## src/design/dq_pkg.sv

```systemverilog
// dq_pkg: shared types and constants for the double-ended queue core
// holds command/status codes, beat payload structs and the control bundle
// no dependencies
package dq_pkg;

  localparam int VALUE_W = 32;
  localparam int OCC_W   = 5;

  typedef enum logic [1:0] {
    OP_PUSH_FRONT = 2'd0,
    OP_PUSH_REAR  = 2'd1,
    OP_POP_FRONT  = 2'd2,
    OP_POP_REAR   = 2'd3
  } dq_op_t;

  typedef enum logic [1:0] {
    ST_OK    = 2'd0,
    ST_EMPTY = 2'd1,
    ST_FULL  = 2'd2
  } dq_status_t;

  typedef struct packed {
    dq_op_t                     cmd;
    logic signed [VALUE_W-1:0]  push_value;
  } dq_in_t;

  typedef struct packed {
    logic signed [VALUE_W-1:0]  result_value;
    dq_status_t                 status;
    logic [OCC_W-1:0]           occupancy;
  } dq_out_t;

  // controller to datapath
  typedef struct packed {
    logic load;    // capture command, work out address and status
    logic rd_en;   // read the store at the captured address
    logic commit;  // write back, update pointers, load result register
  } dq_ctl_t;

  // datapath to controller
  typedef struct packed {
    logic pop_ok;  // captured command is a pop that will succeed
  } dq_sts_t;

endpackage

```

## src/design/dq_ram.sv

```systemverilog
// dq_ram: generic single write port, single read port ram
// read data is registered; no reset on contents
// no dependencies
module dq_ram #(
  parameter int WIDTH = 32,
  parameter int DEPTH = 16
) (
  input  logic                     clk,
  input  logic                     wr_en,
  input  logic [$clog2(DEPTH)-1:0] wr_addr,
  input  logic [WIDTH-1:0]         wr_data,
  input  logic                     rd_en,
  input  logic [$clog2(DEPTH)-1:0] rd_addr,
  output logic [WIDTH-1:0]         rd_data
);

  logic [WIDTH-1:0] mem [DEPTH];

  always_ff @(posedge clk) begin
    if (wr_en) begin
      mem[wr_addr] <= wr_data;
    end
    if (rd_en) begin
      rd_data <= mem[rd_addr];
    end
  end

endmodule

```

## src/design/dq_datapath.sv

```systemverilog
// dq_datapath: ring pointers, occupancy count, entry store and result register
// depends on dq_pkg and dq_ram
// driven by dq_ctrl through dq_ctl_t
module dq_datapath import dq_pkg::*; #(
  parameter int DEPTH = 16
) (
  input  logic    clk,
  input  logic    rst,
  input  dq_in_t  cmd_beat,
  input  dq_ctl_t ctl,
  output dq_sts_t sts,
  output dq_out_t res_beat
);

  localparam int IDX_W = $clog2(DEPTH);
  localparam int CNT_W = $clog2(DEPTH + 1);

  logic [IDX_W-1:0]   front_index;
  logic [CNT_W-1:0]   entry_count;
  logic [IDX_W-1:0]   front_index_next;
  logic [CNT_W-1:0]   entry_count_next;

  dq_op_t             op;
  logic [VALUE_W-1:0] value;
  logic [IDX_W-1:0]   addr;
  dq_status_t         status;
  logic [IDX_W-1:0]   addr_next;
  dq_status_t         status_next;

  logic               is_push;
  logic               full;
  logic               empty;
  logic [CNT_W:0]     rear_wr_sum;
  logic [CNT_W:0]     rear_rd_sum;
  logic [IDX_W-1:0]   rear_wr_addr;
  logic [IDX_W-1:0]   rear_rd_addr;
  logic [IDX_W-1:0]   front_dec;
  logic [IDX_W-1:0]   front_inc;
  logic [CNT_W-1:0]   count_m1;

  logic               ram_wr_en;
  logic [VALUE_W-1:0] rd_data;
  logic [CNT_W+OCC_W-1:0] occ_ext;

  // pointer arithmetic: ring wraparound by compare and subtract for the front and rear addresses
  always_comb begin
    is_push     = (cmd_beat.cmd == OP_PUSH_FRONT) || (cmd_beat.cmd == OP_PUSH_REAR);
    full        = (entry_count == CNT_W'(DEPTH));
    empty       = (entry_count == '0);
    count_m1    = entry_count - 1'b1;
    front_dec   = (front_index == '0) ? IDX_W'(DEPTH - 1) : front_index - 1'b1;
    front_inc   = (front_index == IDX_W'(DEPTH - 1)) ? '0 : front_index + 1'b1;
    rear_wr_sum = (CNT_W+1)'(front_index) + (CNT_W+1)'(entry_count);
    rear_rd_sum = (CNT_W+1)'(front_index) + (CNT_W+1)'(count_m1);
    rear_wr_addr = (rear_wr_sum >= (CNT_W+1)'(DEPTH))
                 ? IDX_W'(rear_wr_sum - (CNT_W+1)'(DEPTH)) : IDX_W'(rear_wr_sum);
    rear_rd_addr = (rear_rd_sum >= (CNT_W+1)'(DEPTH))
                 ? IDX_W'(rear_rd_sum - (CNT_W+1)'(DEPTH)) : IDX_W'(rear_rd_sum);

    if (is_push) begin
      status_next = full ? ST_FULL : ST_OK;
    end else begin
      status_next = empty ? ST_EMPTY : ST_OK;
    end

    case (cmd_beat.cmd)
      OP_PUSH_FRONT: addr_next = front_dec;
      OP_PUSH_REAR:  addr_next = rear_wr_addr;
      OP_POP_FRONT:  addr_next = front_index;
      OP_POP_REAR:   addr_next = rear_rd_addr;
      default:       addr_next = front_index;
    endcase
  end

  assign sts.pop_ok = (status == ST_OK) && ((op == OP_POP_FRONT) || (op == OP_POP_REAR));

  // state update applied at commit
  always_comb begin
    front_index_next = front_index;
    entry_count_next = entry_count;
    ram_wr_en        = 1'b0;
    if (status == ST_OK) begin
      case (op)
        OP_PUSH_FRONT: begin
          front_index_next = addr;
          entry_count_next = entry_count + 1'b1;
          ram_wr_en        = ctl.commit;
        end
        OP_PUSH_REAR: begin
          entry_count_next = entry_count + 1'b1;
          ram_wr_en        = ctl.commit;
        end
        OP_POP_FRONT: begin
          front_index_next = front_inc;
          entry_count_next = entry_count - 1'b1;
        end
        OP_POP_REAR: begin
          entry_count_next = entry_count - 1'b1;
        end
        default: begin
          entry_count_next = entry_count;
        end
      endcase
    end
  end

  assign occ_ext = (CNT_W+OCC_W)'(entry_count_next);

  always_ff @(posedge clk) begin
    if (rst) begin
      front_index <= '0;
      entry_count <= '0;
    end else if (ctl.commit) begin
      front_index <= front_index_next;
      entry_count <= entry_count_next;
    end
  end

  always_ff @(posedge clk) begin
    if (ctl.load) begin
      op     <= cmd_beat.cmd;
      value  <= cmd_beat.push_value;
      addr   <= addr_next;
      status <= status_next;
    end
    if (ctl.commit) begin
      res_beat.status    <= status;
      res_beat.occupancy <= occ_ext[OCC_W-1:0];
      if (status != ST_OK) begin
        res_beat.result_value <= '0;
      end else if (sts.pop_ok) begin
        res_beat.result_value <= rd_data;
      end else begin
        res_beat.result_value <= value;
      end
    end
  end

  dq_ram #(
    .WIDTH (VALUE_W),
    .DEPTH (DEPTH)
  ) u_ram (
    .clk     (clk),
    .wr_en   (ram_wr_en),
    .wr_addr (addr),
    .wr_data (value),
    .rd_en   (ctl.rd_en),
    .rd_addr (addr),
    .rd_data (rd_data)
  );

  a_count_bound: assert property (@(posedge clk) disable iff (rst)
    entry_count <= CNT_W'(DEPTH))
    else $error("entry count above depth");

  a_front_bound: assert property (@(posedge clk) disable iff (rst)
    front_index <= IDX_W'(DEPTH - 1))
    else $error("front index outside ring");

  a_pop_nonempty: assert property (@(posedge clk) disable iff (rst)
    ctl.commit && sts.pop_ok |-> entry_count != '0)
    else $error("pop committed on empty ring");

endmodule

```

## src/design/dq_ctrl.sv

```systemverilog
// dq_ctrl: command sequencer for the double-ended queue core
// steps one command through capture, store read and commit
// depends on dq_pkg
module dq_ctrl import dq_pkg::*; (
  input  logic    clk,
  input  logic    rst,
  input  logic    cmd_valid,
  output logic    cmd_stall,
  output logic    res_valid,
  input  logic    res_stall,
  input  dq_sts_t sts,
  output dq_ctl_t ctl
);

  typedef enum logic [1:0] {
    S_IDLE,
    S_READ,
    S_DONE
  } state_t;

  state_t state;
  logic   slot_free;

  assign slot_free = !res_valid || !res_stall;
  assign cmd_stall = (state != S_IDLE);

  always_comb begin
    ctl.load   = (state == S_IDLE) && cmd_valid;
    ctl.rd_en  = (state == S_READ) && sts.pop_ok;
    ctl.commit = (state == S_DONE) && slot_free;
  end

  always_ff @(posedge clk) begin
    if (rst) begin
      state     <= S_IDLE;
      res_valid <= 1'b0;
    end else begin
      if (ctl.commit) begin
        res_valid <= 1'b1;
      end else if (!res_stall) begin
        res_valid <= 1'b0;
      end
      case (state)
        S_IDLE: begin
          if (cmd_valid) begin
            state <= S_READ;
          end
        end
        S_READ: begin
          state <= S_DONE;
        end
        S_DONE: begin
          if (slot_free) begin
            state <= S_IDLE;
          end
        end
        default: begin
          state <= S_IDLE;
        end
      endcase
    end
  end

  a_commit_free: assert property (@(posedge clk) disable iff (rst)
    ctl.commit |-> (!res_valid || !res_stall))
    else $error("result register overwritten");

  a_valid_source: assert property (@(posedge clk) disable iff (rst)
    $rose(res_valid) |-> $past(ctl.commit))
    else $error("result beat without commit");

  a_one_in_flight: assert property (@(posedge clk) disable iff (rst)
    ctl.load |=> !ctl.load ##1 !ctl.load)
    else $error("command taken while one in flight");

endmodule

```

## src/design/double_ended_queue_core.sv

```systemverilog
// double_ended_queue_core: deque of signed 32-bit words in a ring of DEPTH entries
// each command is captured, its store read, then the result register loaded
// a new command is taken only after the last one commits (capture, store read, commit),
//   later while the result register is stalled
// reset: rst (sync, active high) empties the deque; store contents are not cleared
// depends on dq_pkg, dq_ctrl, dq_datapath, dq_ram
module double_ended_queue_core import dq_pkg::*; #(
  parameter int DEPTH = 16
) (
  input  logic    clk,
  input  logic    rst,
  // command beats
  input  logic    cmd_valid,
  output logic    cmd_stall,
  input  dq_in_t  cmd_beat,
  // result beats, one per command
  output logic    res_valid,
  input  logic    res_stall,
  output dq_out_t res_beat
);

  // command and status bundle between sequencer and datapath
  dq_ctl_t ctl;
  dq_sts_t sts;

  // sequencer: idle -> read -> done; done waits for a free result register,
  // so a pending result beat can sit at the output while the next command
  // is captured and its store read is done
  dq_ctrl u_ctrl (
    .clk       (clk),
    .rst       (rst),
    .cmd_valid (cmd_valid),
    .cmd_stall (cmd_stall),
    .res_valid (res_valid),
    .res_stall (res_stall),
    .sts       (sts),
    .ctl       (ctl)
  );

  // datapath: front index and count registers, ring address math,
  // entry store with registered read, result register
  dq_datapath #(
    .DEPTH (DEPTH)
  ) u_datapath (
    .clk      (clk),
    .rst      (rst),
    .cmd_beat (cmd_beat),
    .ctl      (ctl),
    .sts      (sts),
    .res_beat (res_beat)
  );

endmodule
```

## config.mk

```make
export PLATFORM = sky130hd
export DESIGN_NAME = double_ended_queue_core
export DESIGN_NICKNAME = d
export VERILOG_FILES = /design/src/design/dq_pkg.sv /design/src/design/dq_ram.sv /design/src/design/dq_datapath.sv /design/src/design/dq_ctrl.sv /design/src/design/double_ended_queue_core.sv
export SDC_FILE = /design/constraint.sdc
export NUM_CORES = 1
export LEC_CHECK = 0
export BUFFER_PORTS_ARGS = -buffer_cell sky130_fd_sc_hd__buf_4
export CORE_ASPECT_RATIO = 0.8
export CORE_MARGIN = 4
export CORE_UTILIZATION = 50
export DETAILED_ROUTE_END_ITERATION = 6
export PLACE_DENSITY_LB_ADDON = 0.15
export SYNTH_ARGS = -nofsm -noshare
export SYNTH_HDL_FRONTEND = slang
export SYNTH_SLANG_ARGS = --single-unit
```

## constraint.sdc

```tcl
create_clock -name clk -period 4.3 [get_ports clk]
set_input_delay 0 -clock clk [delete_from_list [all_inputs] [get_ports clk]]
set_output_delay 0 -clock clk [all_outputs]
set_load 0.03 [all_outputs]
```

# [After elaboration in Yosys (flattened, before gate mapping)]
# Memory sizes are Yosys's and may differ from the RTL's. A register that Yosys moved wholly into a read port is not among the register bits.
# Cells that the tools add are included.
[op_classes] addsub=8 order_cmp=2 eq_ne=13 muxes=21 n_reduce_logical=22
[ops] operator="$mux 32" count=1
[ops] operator="$mux 4" count=4
[ops] operator="$pmux 4 s4" count=1
[ops] operator="$add 4x5->6" count=2
[ops] operator="$ge 6x5->1 const B" count=2
[ops] operator="$sub 4x1->4 const B" count=3
[ops] operator="$eq 2x2->1 const B" count=5
[ops] operator="$pmux 5 s2" count=1
[ops] operator="$logic_not 2->1" count=4
[ops] operator="$mux 2" count=4
[ops] operator="$pmux 4 s2" count=1
[ops] operator="$mux 1" count=7
[ops] operator="$eq 2x1->1 const B" count=3
[ops] operator="$pmux 2 s3" count=1
[ops] operator="$reduce_bool 2->1" count=3
[ops] operator="$add 5x1->5 const B" count=1
[ops] operator="$eq 5x5->1 const B" count=1
[ops] operator="$logic_not 5->1" count=1
[ops] operator="$mux 5" count=1
[ops] operator="$sub 5x1->5 const B" count=1
[ops] operator="$add 4x1->4 const B" count=1
[ops] operator="$eq 4x4->1 const B" count=1
[ops] operator="$logic_and 1x1->1" count=4
[ops] operator="$logic_not 4->1" count=1
[ops] operator="other kinds (7)" count=12
[totals] regBits=91 ram_bits=512 in_bits=38 out_inout_bits=41 memories=1
[mem_list] name="u_datapath.u_ram.mem" depth=16 width=32 read_ports=1 rd_clocked_by_memory_dff=1 wr=1 line="dq_ram.sv:17" text="logic [WIDTH-1:0] mem [DEPTH];"

# [Longest topological paths before layout]
[logic_depth] word_depth=7 mapped_depth=9 ltp_nobuf=8

# [Hierarchy]
# Synthesis repeated with hierarchy kept, for this count alone.
[unflattened] cells_unflattened=1131 area_unflattened_um2=24138.2
[modules_own_cells] module="dq_ram" n_inst=1 cells_per_inst=838 area_each_um2=20174.3 seq_area_each_um2=16335.7
[modules_own_cells] module="dq_datapath" n_inst=1 cells_per_inst=278 area_each_um2=3828.7 seq_area_each_um2=2552.4
[modules_own_cells] module="dq_ctrl" n_inst=1 cells_per_inst=15 area_each_um2=135.1 seq_area_each_um2=60.1

# [Least setup slack after synthesis]
# Ideal clock, no wire load.
[synth_timing] kind="register -> register" start="reg u_datapath.addr[0]" end="mem u_datapath.u_ram.mem[3][0], enable pin" setup_ns=0.461 t_arrival_ns=3.402 setup_slack_ns=0.436 path_stages_with_launch=7 period_less_slack_ns=3.864 cell_sequence="edfxtp_1 -> clkbuf_1 -> buf_6 -> buf_4 -> nor2b_1 -> nand3_1 -> nor3_1"
[synth_lines] item="start: declaration" line="dq_datapath.sv:25" text="logic [IDX_W-1:0] addr;"
[synth_lines] item="start signal: assignment" line="dq_datapath.sv:123" text="addr <= addr_next;"
[synth_lines] item="end: declaration" line="dq_ram.sv:17"
# No word-level cell before the write port.

# [Final worst setup path]
[layout_timing] start="reg u_datapath.status[1]" end="mem u_datapath.u_ram.mem[6][21], enable pin"
[layout_between] elab_chain_len=4
[layout_rtl] item="start: declaration" line="dq_datapath.sv:26" text="dq_status_t status;"
[layout_rtl] item="start signal: assignment" line="dq_datapath.sv:124" text="status <= status_next;"
[layout_rtl] item="$logic_not 2->1" line="dq_datapath.sv:82" text="if (status == ST_OK) begin"
[layout_rtl] item="$mux 1" line="dq_datapath.sv:82"
[layout_rtl] item="$mux 1" line="dq_ram.sv:20" text="if (wr_en) begin"
[layout_rtl] item="$mux 1 (not written as such)" line="dq_ram.sv:21" text="mem[wr_addr] <= wr_data;"
# Every way passes these cells.

==> results.toml <==
[outcome]
status = "completed"

[pwr]
ir_drop_uv = 364
p_leak_uw = 0.00904
p_per_area_mw_per_mm2 = 464

[worst_setup_path]
cp_slowest_cell = "nor2_4"
r2r_cells = 4
crit_arrival_ns = 3.13
cp_slowest_stage_delay_ns = 1.04
path_max_fanout = 32
crit_type = "reg -> reg"
rr_startpoint = "u_datapath.status[1]"
path_delay_family = "simple AND/OR/NAND/NOR gates"
crit_required_ns = 4.52
crit_cells = 4
end_kind = "flip-flop"
rr_endpoint = "u_datapath.u_ram.mem[6][21]"
critPathLaunchType = "flip-flop"
cp-startpoint = "u_datapath.status[1]"
cp_cell_sequence = "nor2_1, and3_1, nand3_1, nor2_4"
cp_num_buf_inv = 0
r2r_slack_ns = 1.39

[min_path]
whs_endpoint = "u_datapath.value[15]"
min_path_type = "in -> reg"
min_delay_path_depth = 2
hold_start = "cmd_beat[15]"

[layout]
area_delta_synth_final_pct = 15.3
fillers = 3449
final_cell_area_mm2 = 0.0279
final_util = 0.587
regArea_mm2 = 0.0189
fin_nets = 1314
drive_gt1_frac = 0.259
instances_no_fill = 1939
final_common_cell = "edfxtp_1"
multiInputGateArea_mm2 = 0.00500
diodes = 0
final_cell_mix = "edfxtp_1 (623), mux4_2 (128), buf_4 (98), a22oi_1 (64), clkbuf_16 (60)"

[global_routing]
first_global_vias = 11700
grt_use_total = 0.200
antenna_found_initial = 0
grt_busiest_layer = "met1"
grt.met2_usage = 0.303
met3_usage = 0.0288
met1_usage = 0.311
grt_max_degree = 81
gr-total-overflow = 0
grt_pass1_wl_mm = 76.5

[synth]
ys_ff_latch = 635
netlist_top_cells_area = "edfxtp_1 (77%), mux4_2 (12%), a22oi_1 (2.0%)"
synth_area_per_cell_um2 = 21.4
synth_flop_cell = "edfxtp_1"
netlist.area_leader.share = 0.774
synth_edf_count = 623
seq_area_frac_synth = 0.784
ys_types = 47
yosys_warnings = 0
syn_inst = 1131
synth_area_leader_cell = "edfxtp_1"
syn_nets = 1178
syn_area_mm2 = 0.0242
synthArstFlopShare = 0

[timing]
whs_ns = 0.0940
period_minus_slack_ns = 2.91
maxSlewHeadroom = 0.158
timing.setup.tns_ns = 0
hold_violations = 0
period_share = 0.676
finClkSkew_ns = 0.0236
worst_slew_pin_slew_ns = 1.26
slew_viol_final = 0
rsz0062_at_grt = "no"
finalSetupViolCount = 0
max_freq_ghz = 0.344

[place]
io_buffers = 78
gp_congestion = 0.764
dp.cells = 1788
dpl.hpwl_mm = 29.1
dpl_cell_area_mm2 = 0.0255

[detailed_routing]
firstDrtPassIters = 5
postRouteAntennaNets = 0
dr.first_iter.drc_count = 1231
via_per_inst = 5.87
wl_per_cell_um = 26.4
drc_errors = 0
dr_total_vias = 11400
drt-total-wl_mm = 51.1

[clock_network]
tritoncts = "built"
cts_resized = 0
cts.path.max_buffers = 3
clk_pin_slew_ns = 0.06
numCtsBuffers = 60
root_buffer = "clkbuf_16"
clk_latency_ns = 0.63
cts_max_level = 2
cts.sinks = 635

[floorplan]
dieArea_mm2 = 0.0519
io-pin-count = 79
core-area_mm2 = 0.0474
rows = 71
die_h_um = 205
start_util = 0.509
die_w_um = 254

[job]
maxCapViolCount = 0
## report_power, final
group          switching [uW]  total (uW)  internal (uW)
registers                 126        7000           6880
logic                     371         678            307
clock network            2260        5240           2980
total                    2760       12900          10200
## cells by family (layout without fill, tap and decap cells)
kind of cell / Yosys count / count (layout) / share of synthesized area
flip-flops: 635 / 635 / 0.784
adder cells (fa/ha/maj): 9 / 9 / 0.00497
XOR/XNOR: 15 / 15 / 0.00601
AND/OR/NAND/NOR: 139 / 139 / 0.0265
multiplexers: 164 / 164 / 0.134
buffers and inverters: 72 / 260 / 0.0155
AO/OA/AOI/OAI: 97 / 97 / 0.0286
## repair_timing
action                    in CTS  in global routing
setup buffers                  0                  0
hold buffers                  37                  0
hold endpoints to repair      95                  0
## per-stage QoR
stage,setup WS [ns],power (uW)
after floorplan,0.436,7540
after global placement,1.47,7790
after detailed placement,1.40,7800
after CTS,1.39,13000
after global routing,1.23,13400
final,1.39,12900
## final cells by class
| cell class | count | area share |
|---|---|---|
| inverters | 9 | 0.00121 |
| clock buffers | 67 | 0.0548 |
| clock inverters | 47 | 0.0154 |
| well taps | 620 | 0.0278 |
| repair buffers | 137 | 0.0411 |
| flip-flops and latches | 635 | 0.680 |
| multi-input cells | 424 | 0.179 |
## worst max-delay path by stage
stage / endpoint / slack, ns
2_1_floorplan: u_datapath.u_ram.mem[3][0] / 0.44
3_3_place_gp: u_datapath.u_ram.mem[6][17] / 1.47
3_5_place_dp: u_datapath.u_ram.mem[6][19] / 1.40
4_1_cts: u_datapath.u_ram.mem[6][10] / 1.39
5_1_grt: u_datapath.u_ram.mem[5][11] / 1.23
6_report: u_datapath.u_ram.mem[6][21] / 1.39
## metal layers
layer | vias to the layer above | part of all wire
li1 | 4949 | -
met3 | 81 | 0.058
met5 | - | 0
met1 | 5984 | 0.46
met4 | 0 | 0.022
met2 | 368 | 0.46
## cells in the mapped netlist (all sizes together), types with 4 or more instances
cell type	number
nand3	4
nor2b	5
a22oi	64
xnor2	10
o21ai	9
xor2	4
nand2	40
mux2i	35
dfxtp	12
nor2	63
a21oi	10
ha	8
inv	9
mux4	128
buf	31
nor3	6
edfxtp	623
clkbuf	32
nand2b	5
## registers in the layout, indices dropped and copies added (netlist names), 4 cells and up
signal / flops
u_datapath.value: 32
u_datapath.res_beat: 39
u_datapath.addr: 4
u_datapath.u_ram.mem: 512
u_datapath.entry_count: 5
u_datapath.front_index: 4
u_datapath.u_ram.rd_data: 32
(Power assumes the default switching activity.)
